### config.mk
export PLATFORM = sky130hd
export DESIGN_NAME = scanline_stripe_counter_unit_flat
export DESIGN_NICKNAME = d
export VERILOG_FILES = /design/src/rtl/core/sscu_pkg.sv /design/src/rtl/core/sscu_if.sv /design/src/rtl/core/scanline_stripe_counter_unit.sv /design/src/rtl/core/sscu_cfg.sv /design/src/flat_wrapper.sv
export SDC_FILE = /design/constraint.sdc
export NUM_CORES = 1
export LEC_CHECK = 0
export BUFFER_PORTS_ARGS = -buffer_cell sky130_fd_sc_hd__buf_2
export CORE_MARGIN = 8
export CORE_UTILIZATION = 58
export DETAILED_ROUTE_END_ITERATION = 6
export GPL_ROUTABILITY_DRIVEN = 1
export PLACE_DENSITY = 0.81
export RECOVER_POWER = 50
export SLEW_MARGIN = 20
export SYNTH_ARGS = -nofsm -noshare
export SYNTH_HDL_FRONTEND = slang
export SYNTH_HIERARCHICAL = 1
export SYNTH_SLANG_ARGS = --single-unit
export TNS_END_PERCENT = 5
### constraint.sdc
create_clock -name clk -period 7.6 [get_ports clk]
set_clock_uncertainty 0.05 [all_clocks]
set_input_delay 0.38 -clock clk [delete_from_list [all_inputs] [get_ports clk]]
set_output_delay 0.38 -clock clk [all_outputs]
set_load 0.1 [all_outputs]
### src/rtl/core/sscu_pkg.sv
// Package for the scanline stripe counter: widths, register map, reset values
// and the saturating counter helper. No dependencies.
package sscu_pkg;

    localparam int MAX_LINE_PIXELS = 1024;
    localparam int LEN_W           = $clog2(MAX_LINE_PIXELS + 1);

    localparam int PIXEL_W  = 8;
    localparam int FIELD_W  = 11;
    localparam int APB_DW   = 32;
    localparam int APB_AW   = 4;
    localparam int REG_IDX_W = 2;

    localparam logic [PIXEL_W-1:0] THRESHOLD_RST = 8'd100;
    localparam logic [FIELD_W-1:0] MIN_RUN_RST   = 11'd3;
    localparam logic [FIELD_W-1:0] MAX_RUN_RST   = 11'd20;
    localparam logic [FIELD_W-1:0] MIN_CNT_RST   = 11'd5;

    typedef enum logic [REG_IDX_W-1:0] {
        REG_THRESHOLD = 2'd0,
        REG_MIN_RUN   = 2'd1,
        REG_MAX_RUN   = 2'd2,
        REG_MIN_CNT   = 2'd3
    } reg_idx_t;

    typedef struct packed {
        logic [PIXEL_W-1:0] threshold;
        logic [FIELD_W-1:0] min_run_width;
        logic [FIELD_W-1:0] max_run_width;
        logic [FIELD_W-1:0] min_stripe_count;
    } cfg_t;

    function automatic logic [LEN_W-1:0] sat_inc(input logic [LEN_W-1:0] v);
        logic [LEN_W-1:0] r;
        if (v >= LEN_W'(MAX_LINE_PIXELS))
            r = LEN_W'(MAX_LINE_PIXELS);
        else
            r = v + 1'b1;
        return r;
    endfunction

endpackage

### src/rtl/core/sscu_if.sv
// Valid/ready channel interfaces for pixel input and line result output.
// Depends on sscu_pkg.
interface sscu_pixel_if;
    import sscu_pkg::*;

    logic               valid;
    logic               ready;
    logic [PIXEL_W-1:0] pixel;
    logic               last_pixel;

    modport source (output valid, output pixel, output last_pixel, input ready);
    modport sink   (input valid, input pixel, input last_pixel, output ready);
endinterface

interface sscu_result_if;
    import sscu_pkg::*;

    logic               valid;
    logic               ready;
    logic               found;
    logic [FIELD_W-1:0] stripe_count;
    logic [FIELD_W-1:0] run_count;

    modport source (output valid, output found, output stripe_count, output run_count,
                    input ready);
    modport sink   (input valid, input found, input stripe_count, input run_count,
                    output ready);
endinterface

### src/rtl/core/scanline_stripe_counter_unit.sv
// Scanline stripe counter top level: input register, run tracking, result register.
// Depends on sscu_pkg, sscu_if and sscu_cfg.
// Result: a last pixel passes the input register, then the result register once that is free.
// Throughput: one pixel per cycle; a last pixel waits in the input register only while
// the previous result is still held and not taken.
// Reset: asynchronous, registers to their reset values, line state cleared at once.
module scanline_stripe_counter_unit (
    input  logic                        clk,
    input  logic                        rst_n,
    input  logic                        psel,
    input  logic                        penable,
    input  logic                        pwrite,
    input  logic [sscu_pkg::APB_AW-1:0] paddr,
    input  logic [sscu_pkg::APB_DW-1:0] pwdata,
    output logic [sscu_pkg::APB_DW-1:0] prdata,
    output logic                        pready,
    sscu_pixel_if.sink                  pix,
    sscu_result_if.source               res
);
    import sscu_pkg::*;

    cfg_t cfg;

    sscu_cfg u_cfg (
        .clk     (clk),
        .rst_n   (rst_n),
        .psel    (psel),
        .penable (penable),
        .pwrite  (pwrite),
        .paddr   (paddr),
        .pwdata  (pwdata),
        .prdata  (prdata),
        .pready  (pready),
        .cfg     (cfg)
    );

    // input stage
    logic               in_valid_reg;
    logic [PIXEL_W-1:0] in_pixel_reg;
    logic               in_last_reg;

    // line state
    logic               colour_reg, colour_next;
    logic               started_reg, started_next;
    logic [LEN_W-1:0]   len_reg, len_next;
    logic [LEN_W-1:0]   stripes_reg, stripes_next;
    logic [LEN_W-1:0]   runs_reg, runs_next;

    // result stage
    logic               res_valid_reg;
    logic               found_reg, found_next;
    logic [FIELD_W-1:0] stripe_cnt_reg, stripe_cnt_next;
    logic [FIELD_W-1:0] run_cnt_reg, run_cnt_next;

    logic               out_free;
    logic               stage_fire;
    logic               colour;
    logic               close_mid;
    logic [LEN_W-1:0]   len_new;
    logic [LEN_W-1:0]   stripes_mid;
    logic [LEN_W-1:0]   runs_mid;
    logic [LEN_W-1:0]   stripes_fin;
    logic [LEN_W-1:0]   runs_fin;

    assign out_free   = !res_valid_reg || res.ready;
    assign stage_fire = in_valid_reg && (!in_last_reg || out_free);
    assign pix.ready  = !in_valid_reg || stage_fire;

    assign res.valid        = res_valid_reg;
    assign res.found        = found_reg;
    assign res.stripe_count = stripe_cnt_reg;
    assign res.run_count    = run_cnt_reg;

    always_comb
    begin
        colour    = in_pixel_reg > cfg.threshold;
        close_mid = started_reg && (colour != colour_reg);
        if (!started_reg || close_mid)
            len_new = LEN_W'(1);
        else
            len_new = sat_inc(len_reg);

        runs_mid    = close_mid ? sat_inc(runs_reg) : runs_reg;
        stripes_mid = stripes_reg;
        if (close_mid && len_reg >= cfg.min_run_width && len_reg <= cfg.max_run_width)
            stripes_mid = sat_inc(stripes_reg);

        runs_fin    = sat_inc(runs_mid);
        stripes_fin = stripes_mid;
        if (len_new >= cfg.min_run_width && len_new <= cfg.max_run_width)
            stripes_fin = sat_inc(stripes_mid);

        found_next      = stripes_fin >= cfg.min_stripe_count;
        stripe_cnt_next = FIELD_W'(stripes_fin);
        run_cnt_next    = FIELD_W'(runs_fin);

        if (in_last_reg)
        begin
            colour_next  = 1'b0;
            started_next = 1'b0;
            len_next     = '0;
            stripes_next = '0;
            runs_next    = '0;
        end
        else
        begin
            colour_next  = colour;
            started_next = 1'b1;
            len_next     = len_new;
            stripes_next = stripes_mid;
            runs_next    = runs_mid;
        end
    end

    always_ff @(posedge clk or negedge rst_n)
    begin
        if (!rst_n)
        begin
            in_valid_reg  <= 1'b0;
            res_valid_reg <= 1'b0;
            colour_reg    <= 1'b0;
            started_reg   <= 1'b0;
            len_reg       <= '0;
            stripes_reg   <= '0;
            runs_reg      <= '0;
        end
        else
        begin
            if (pix.ready)
                in_valid_reg <= pix.valid;
            if (stage_fire)
            begin
                colour_reg  <= colour_next;
                started_reg <= started_next;
                len_reg     <= len_next;
                stripes_reg <= stripes_next;
                runs_reg    <= runs_next;
            end
            if (stage_fire && in_last_reg)
                res_valid_reg <= 1'b1;
            else if (res.ready)
                res_valid_reg <= 1'b0;
        end
    end

    always_ff @(posedge clk)
    begin
        if (pix.ready && pix.valid)
        begin
            in_pixel_reg <= pix.pixel;
            in_last_reg  <= pix.last_pixel;
        end
        if (stage_fire && in_last_reg)
        begin
            found_reg      <= found_next;
            stripe_cnt_reg <= stripe_cnt_next;
            run_cnt_reg    <= run_cnt_next;
        end
    end

    a_result_from_last: assert property (@(posedge clk) disable iff (!rst_n)
        $rose(res_valid_reg) |-> $past(stage_fire && in_last_reg))
        else $error("result raised without a last pixel");

    a_line_cleared: assert property (@(posedge clk) disable iff (!rst_n)
        (stage_fire && in_last_reg) |=> (!started_reg && runs_reg == '0))
        else $error("line state not cleared after last pixel");

    a_len_bound: assert property (@(posedge clk) disable iff (!rst_n)
        len_reg <= LEN_W'(MAX_LINE_PIXELS))
        else $error("run length beyond saturation");

    a_stripes_le_runs: assert property (@(posedge clk) disable iff (!rst_n)
        stripes_reg <= runs_reg)
        else $error("more stripes than runs");

    a_idle_len_zero: assert property (@(posedge clk) disable iff (!rst_n)
        !started_reg |-> (len_reg == '0))
        else $error("run length set before line start");

endmodule

### src/rtl/core/sscu_cfg.sv
// APB register file of the stripe counter: four configuration registers.
// Depends on sscu_pkg.
module sscu_cfg (
    input  logic                       clk,
    input  logic                       rst_n,
    input  logic                       psel,
    input  logic                       penable,
    input  logic                       pwrite,
    input  logic [sscu_pkg::APB_AW-1:0] paddr,
    input  logic [sscu_pkg::APB_DW-1:0] pwdata,
    output logic [sscu_pkg::APB_DW-1:0] prdata,
    output logic                       pready,
    output sscu_pkg::cfg_t             cfg
);
    import sscu_pkg::*;

    cfg_t     cfg_reg;
    reg_idx_t idx;
    logic     wr_en;

    assign idx    = reg_idx_t'(paddr[APB_AW-1:2]);
    assign wr_en  = psel && penable && pwrite;
    assign pready = 1'b1;
    assign cfg    = cfg_reg;

    always_ff @(posedge clk or negedge rst_n)
    begin
        if (!rst_n)
        begin
            cfg_reg.threshold        <= THRESHOLD_RST;
            cfg_reg.min_run_width    <= MIN_RUN_RST;
            cfg_reg.max_run_width    <= MAX_RUN_RST;
            cfg_reg.min_stripe_count <= MIN_CNT_RST;
        end
        else if (wr_en)
        begin
            unique case (idx)
                REG_THRESHOLD: cfg_reg.threshold        <= pwdata[PIXEL_W-1:0];
                REG_MIN_RUN:   cfg_reg.min_run_width    <= pwdata[FIELD_W-1:0];
                REG_MAX_RUN:   cfg_reg.max_run_width    <= pwdata[FIELD_W-1:0];
                REG_MIN_CNT:   cfg_reg.min_stripe_count <= pwdata[FIELD_W-1:0];
                default:       ;
            endcase
        end
    end

    always_comb
    begin
        unique case (idx)
            REG_THRESHOLD: prdata = APB_DW'(cfg_reg.threshold);
            REG_MIN_RUN:   prdata = APB_DW'(cfg_reg.min_run_width);
            REG_MAX_RUN:   prdata = APB_DW'(cfg_reg.max_run_width);
            REG_MIN_CNT:   prdata = APB_DW'(cfg_reg.min_stripe_count);
            default:       prdata = '0;
        endcase
    end

endmodule

### src/flat_wrapper.sv
// flat-port wrapper written by rule: the top's interface ports become plain ports
module scanline_stripe_counter_unit_flat import sscu_pkg::*;
  (clk, rst_n, psel, penable, pwrite, paddr, pwdata, prdata, pready, pix_valid, pix_pixel, pix_last_pixel, pix_ready, res_valid, res_found, res_stripe_count, res_run_count, res_ready);
  sscu_pixel_if pix_i ();
  sscu_result_if res_i ();
  input  logic clk;
  input  logic rst_n;
  input  logic psel;
  input  logic penable;
  input  logic pwrite;
  input  logic [sscu_pkg::APB_AW-1:0] paddr;
  input  logic [sscu_pkg::APB_DW-1:0] pwdata;
  output logic [sscu_pkg::APB_DW-1:0] prdata;
  output logic pready;
  input wire logic [$bits(pix_i.valid)-1:0] pix_valid;
  input wire logic [$bits(pix_i.pixel)-1:0] pix_pixel;
  input wire logic [$bits(pix_i.last_pixel)-1:0] pix_last_pixel;
  output wire logic [$bits(pix_i.ready)-1:0] pix_ready;
  output wire logic [$bits(res_i.valid)-1:0] res_valid;
  output wire logic [$bits(res_i.found)-1:0] res_found;
  output wire logic [$bits(res_i.stripe_count)-1:0] res_stripe_count;
  output wire logic [$bits(res_i.run_count)-1:0] res_run_count;
  input wire logic [$bits(res_i.ready)-1:0] res_ready;
  assign pix_i.valid = pix_valid;
  assign pix_i.pixel = pix_pixel;
  assign pix_i.last_pixel = pix_last_pixel;
  assign pix_ready = pix_i.ready;
  assign res_valid = res_i.valid;
  assign res_found = res_i.found;
  assign res_stripe_count = res_i.stripe_count;
  assign res_run_count = res_i.run_count;
  assign res_i.ready = res_ready;
  scanline_stripe_counter_unit u_core (.clk(clk), .rst_n(rst_n), .psel(psel), .penable(penable), .pwrite(pwrite), .paddr(paddr), .pwdata(pwdata), .prdata(prdata), .pready(pready), .pix(pix_i), .res(res_i));
endmodule
==> flow_summary_export.csv, run 1 <==
group,metric,value,unit
layout,seq_area,0.00292,sq mm
yosys,synth_cell_type_count,75,
cts,clockBufferDepth,2,
yosys,ys.flop_type,"dfrtp_1",
power_and_ir_drop,switching_share,42.6,%
timing,holdWs,0.153,ns
cts,cts_tree,"yes",
power_and_ir_drop,p_total,2.07,mW
yosys,synth_top_cell_area_share,22.7,%
layout,largest_reg_flops,41,
yosys,yosysTopAreaCell,"dfrtp_1",
route,wire_per_inst,17.8,microns
route,wl,17.7,mm
layout,final_util,62.6,%
yosys,netlist_instances,767,
timing,slew_headroom,-178,%
cts,numCtsBuffers,9,
floorplan,dieArea,0.0170,sq mm
cts,clk_pin_slew,0.07,ns
cts,clk_latency,0.35,ns
global_route,grt_max_degree,79,
timing,finalHoldViolations,0,
worst_setup_path,endpoint_kind,"flip-flop",
route,viasPerCell,6.14,
layout,layout_common_cells,"ha_1, dfrtp_1, nand2_1, inv_1, o21ai_0",
worst_setup_path,cp_slowest_cell,"dfstp_2",
yosys,synthArstFlopShare,70.9,%
global_route,globalRoute.totalOverflow,0,
cts,cts_setup_buffers,0,
yosys,yosys.area_share.simple,14.7,%
timing,rsz0062_at_grt,"false",
power_and_ir_drop,p_int,1.19,mW
timing,finalSetupViolCount,0,
yosys,ys_seq_area_share,38.5,%
layout,final_nets,938,
yosys,synth_top_family_by_area,"compound AO/OA/AOI/OAI gates",
timing,fin_crit_sh,87.5,%
power_and_ir_drop,powerDensity,253,mW/mm^2
yosys,synth_area,0.00760,sq mm
placed_design,io_buffers,64,
layout,multiInputGateArea,0.00420,sq mm
worst_setup_path,arrival,6.69,ns
worst_setup_path,worstPathRequired,7.64,ns
yosys,synth_compound_area_share,16.0,%
layout,num-fill-cells,1111,
worst_setup_path,worstSetupPathType,"flip-flop to flip-flop",
worst_setup_path,reg2reg_depth,30,
power_and_ir_drop,power_frac_seq,38.9,%
yosys,synth.avg_cell_area,9.91,sq um
layout,layout.cells.non_filler,996,
layout,drive_above_1_share,16.7,%
global_route,grt_pass1_wl,29.2,mm
worst_hold_path,hold_path.class,"primary input to flip-flop",
layout,final_common_cell,"ha_1",
worst_setup_path,path_common_cell,"a21o_1",
route,drc_errors,0,
cts,cts-root-buf,"clkbuf_16",
floorplan,core_area,0.0130,sq mm
floorplan,dieHeight,130,microns
global_route,track_usage,21.5,%
timing,tns,0,ns
flow_run,cap_violations,1,
placed_design,dp_hpwl,13.2,mm
yosys,synthMuxAreaShare,9.80,%
timing,fmax,150,MHz
floorplan,initial_utilization,58.3,%
yosys,synth_edf_count,32,
layout,diodes,0,
route,ant_nets,0,
route,drtPass1Iterations,5,
timing,worstMarginPinSlew,4.17,ns
yosys,synthTopCellsByArea,"dfrtp_1, edfxtp_1, ha_1",
timing,drv_slew,79,
run_status,violations,"capacitance limit, slew limit",
power_and_ir_drop,p_comb_share,39.3,%
power_and_ir_drop,power_switching,880,uW
floorplan,rows,42,
power_and_ir_drop,p_leak,3.62,nW
worst_setup_path,startpoint_type,"flip-flop",
yosys,synth-adder-area-share,11.7,%
cts,cts.sinks,110,
power_and_ir_drop,clkPwrFrac,21.8,%
placed_design,finalWeightedCongestion,0.980,
floorplan,die_w,130,microns
yosys,synth-seq-cells,110,
global_route,first_global_vias,6010,
run_status,outcome,"complete, but fails checks",
worst_setup_path,cp_slowest_stage_delay,0.56,ns
worst_hold_path,whs_path_depth,1,
worst_setup_path,critPathMaxFanout,11,
layout,syn2layout_area_growth,7.39,%
placed_design,dp.cells,980,
cts,hold_buffers,0,
yosys,synth_xor_area_share,2.19,%
timing,min_period,6.65,ns
floorplan,pin_count,110,
yosys,yosysWarnings,6,
cts,cts_max_level,3,
cts,cts_resized,0,
global_route,antenna_found_initial,0,
route,vias,6120,
route,drt_iter0_markers,660,
power_and_ir_drop,worst_ir_drop_vdd,0.350,mV
-- path summary, 6_finish.rpt --
kind,slack (ns),startpoint,end
setup reg to reg,0.95,u_core/u_cfg/cfg[39]$_DFFE_PN1P_,u_core/res.found$_DFFE_PP_
hold reg to reg,0.48,u_core/u_cfg/cfg[19]$_DFFE_PN0P_,u_core/u_cfg/cfg[19]$_DFFE_PN0P_
hold / removal,0.15,pix_last_pixel,u_core/in_last_reg$_DFFE_PP_
min in group asynchronous,1.44,rst_n,u_core/stripes_reg[6]$_DFFE_PN0P_
max in group asynchronous,3.72,rst_n,u_core/u_cfg/cfg[7]$_DFFE_PN0P_
setup / recovery,0.95,u_core/u_cfg/cfg[39]$_DFFE_PN1P_,u_core/res.found$_DFFE_PP_
-- critical path: cells and delay by family (launching register included) --
kind,cells,cell delay (ns)
flops,1,0.56
xor+xnor,1,0.21
buf+inv,2,0.25
compound gates,15,2.62
simple gates,8,1.55
fa+ha+maj,3,0.82
mux,1,0.29
-- cell type report --
type | count | area share (%)
sequential | 110 | 35.8
multi-input combinational | 569 | 51.5
clock inverter | 6 | 0.659
clock buffer | 10 | 2.81
tap | 176 | 2.70
inverter | 58 | 2.67
timing repair buffer | 67 | 3.85
-- power by group through the flow --
stage / sequential (mW) / combinational [mW] / clock (mW)
3_3_place_gp: 0.809 / 0.791 / 0
3_5_place_dp: 0.814 / 0.806 / 0
4_1_cts: 0.802 / 0.813 / 0.459
5_1_grt: 0.816 / 0.885 / 0.486
2_1_floorplan: 0.872 / 0.582 / 0
6_report: 0.804 / 0.813 / 0.451
-- stage by stage --
step	setup slack (ns)	cell area (sq um)
floorplan	1.53	7670
global placement	1.10	7920
detailed placement	1.01	7920
CTS	0.982	8200
global route	0.533	8160
finish	0.949	8160
-- logic make-up (layout without fill, tap and decap cells) --
logic type	Yosys count	count (layout)
XOR/XNOR	19	19
AND/OR/NAND/NOR	220	220
multiplexers	58	58
adder cells (fa/ha/maj)	71	71
flip-flops	110	110
other	2	22
AO/OA/AOI/OAI	179	179
buffers and inverters	108	141
-- routing by layer --
metal	vias up	GRT usage [%]	wire length, microns
li1	2860	-	-
met1	2967	28.9	7940
met2	254	34.5	8190
met3	39	4.14	1230
met4	0	7.09	385
met5	-	0	0
-- cell usage after synthesis (6+ instances only) --
master,count
nand2_1,64
a21o_1,17
nor2_1,47
clkbuf_1,15
xnor2_1,16
or3_1,6
mux2_2,46
nand4_1,7
o22ai_1,8
and2_1,8
o21ai_0,52
edfxtp_1,32
inv_1,58
o2111ai_1,8
o211ai_1,10
o21a_1,6
nor3_1,14
dfstp_2,9
buf_4,23
a22o_1,9
dfrtp_1,69
ha_1,71
and3_1,12
buf_2,6
a21oi_1,23
mux4_2,8
nor2b_1,8
nand3_1,25
(Power assumes the default switching activity.)
==> run 2: changes to the inputs <==
CORE_ASPECT_RATIO = 1.4   (was not set)
==> flow_summary_export.csv, run 2 (synthesis gave the netlist of run 1 again) <==
group,metric,value,unit
cts,cts.sinks,110,
worst_hold_path,hold_path.class,"primary input to flip-flop",
route,met3_length,1.19,mm
worst_setup_path,endpoint_kind,"flip-flop",
layout,final_common_cell,"ha_1",
power_and_ir_drop,switching_share,43.5,%
cts,cts-root-buf,"clkbuf_16",
cts,hold_buffers,0,
timing,fin_crit_sh,90.9,%
power_and_ir_drop,clkPwrFrac,22.6,%
power_and_ir_drop,power_switching,921,uW
cts,clockBufferDepth,2,
power_and_ir_drop,p_leak,3.63,nW
cts,clk_pin_slew,0.08,ns
timing,holdWs,0.142,ns
route,wl,19.7,mm
global_route,globalRoute.totalOverflow,0,
global_route,antenna_found_initial,0,
timing,min_period,6.91,ns
timing,finalSetupViolCount,0,
global_route,grt_max_degree,79,
power_and_ir_drop,power_frac_seq,37.9,%
route,drtPass1Iterations,7,
power_and_ir_drop,powerDensity,260,mW/mm^2
floorplan,pin_count,110,
layout,final_cell_area,0.00815,sq mm
layout,num-fill-cells,1043,
layout,layout_common_cells,"ha_1, dfrtp_1, nand2_1, inv_1, o21ai_0",
worst_setup_path,cp_top_family,"compound AO/OA/AOI/OAI gates",
timing,tns,0,ns
timing,rsz0062_at_grt,"false",
layout,drive_above_1_share,16.8,%
route,ant_nets,0,
route,drc_errors,0,
worst_setup_path,startpoint_type,"flip-flop",
floorplan,dieHeight,151,microns
worst_setup_path,arrival,6.98,ns
placed_design,finalWeightedCongestion,0.913,
timing,worstMarginPinSlew,4.28,ns
power_and_ir_drop,p_total,2.12,mW
layout,final_nets,938,
cts,cts_max_level,3,
power_and_ir_drop,p_comb_share,39.5,%
floorplan,initial_utilization,59.3,%
route,drt_iter0_markers,403,
floorplan,rows,49,
run_status,outcome,"complete, but fails checks",
layout,final_util,63.6,%
worst_setup_path,critPathMaxFanout,11,
timing,finalHoldViolations,0,
layout,largest_reg_flops,41,
timing,drv_slew,88,
floorplan,die_w,113,microns
cts,numCtsBuffers,9,
timing,slew_headroom,-186,%
route,vias,6128,
layout,diodes,0,
worst_setup_path,path_common_cell,"a21o_1",
route,viasPerCell,6.30,
flow_run,cap_violations,2,
floorplan,dieArea,0.0171,sq mm
route,routed.top_layer,"met4",
global_route,track_usage,23.7,%
worst_setup_path,cp_slowest_stage_delay,0.56,ns
floorplan,core_area,0.0128,sq mm
worst_setup_path,worstPathRequired,7.67,ns
cts,cts_setup_buffers,0,
route,wire_per_inst,20.3,microns
power_and_ir_drop,worst_ir_drop_vdd,0.172,mV
run_status,violations,"capacitance limit, slew limit",
route,met1_length,7.49,mm
timing,fmax,145,MHz
layout,syn2layout_area_growth,7.25,%
placed_design,io_buffers,64,
placed_design,dp_hpwl,15.0,mm
worst_setup_path,path_buf_inv,2,
global_route,grt_pass1_wl,32.1,mm
worst_setup_path,worstSetupPathType,"flip-flop to flip-flop",
global_route,first_global_vias,6396,
cts,cts_tree,"yes",
cts,cts_resized,0,
placed_design,placed_area,0.00789,sq mm
cts,clk_latency,0.36,ns
worst_setup_path,cp_slowest_cell,"dfstp_2",
power_and_ir_drop,p_int,1.20,mW
route,routed-wl-met2,10.2,mm
## run 2: layout make-up
type | instances | area [sq um] | share of cell area [%]
multi-input combinational | 569 | 4200 | 51.6
tap | 153 | 191 | 2.35
inverter | 58 | 218 | 2.67
timing repair buffer | 67 | 314 | 3.85
clock inverter | 7 | 75.1 | 0.921
clock buffer | 9 | 225 | 2.76
sequential | 110 | 2920 | 35.9
## run 2: layer usage
layer  up-vias  GRT usage [%]
li1       2859              -
met1      2976           25.9
met2       235           43.4
met3        58           3.99
met4         0           11.8
met5         -              0
## run 2: final timing paths
kind | from | endpoint | slack, ns | cells past startpoint
worst max-delay path | u_core/u_cfg/cfg[39]$_DFFE_PN1P_ | u_core/res.found$_DFFE_PP_ | 0.69 | 30
worst min-delay path | pix_pixel[5] | u_core/in_pixel_reg[5]$_DFFE_PP_ | 0.14 | 1
worst max register to register | u_core/u_cfg/cfg[39]$_DFFE_PN1P_ | u_core/res.found$_DFFE_PP_ | 0.69 | 30
worst min register to register | u_core/u_cfg/cfg[19]$_DFFE_PN0P_ | u_core/u_cfg/cfg[19]$_DFFE_PN0P_ | 0.48 | 1
max in group asynchronous | rst_n | u_core/len_reg[0]$_DFFE_PN0P_ | 3.64 | 1
min in group asynchronous | rst_n | u_core/in_valid_reg$_DFFE_PN0N_ | 1.50 | 1
## run 2: metrics by stage
stage,cells,worst slack [ns]
CTS,973,0.759
global placement,957,0.903
detailed placement,957,0.844
finish,973,0.690
global route,973,0.186
floorplan,787,1.53
## run 2: worst reg2reg max path, delay by kind of cell, from the launching register on
family          cells  cell delay, ns
compound gates     15            2.77
xor+xnor            1            0.26
fa+ha+maj           3            0.84
buf+inv             2            0.29
flops               1            0.56
mux                 1            0.30
simple gates        8            1.59
## run 2: power groups by stage
| stage | clock, mW | sequential, mW | combinational (mW) |
|---|---|---|---|
| after floorplan | 0 | 0.872 | 0.582 |
| after global placement | 0 | 0.806 | 0.799 |
| after detailed placement | 0 | 0.812 | 0.825 |
| after CTS | 0.488 | 0.799 | 0.831 |
| after global routing | 0.512 | 0.817 | 0.901 |
| final | 0.479 | 0.802 | 0.835 |
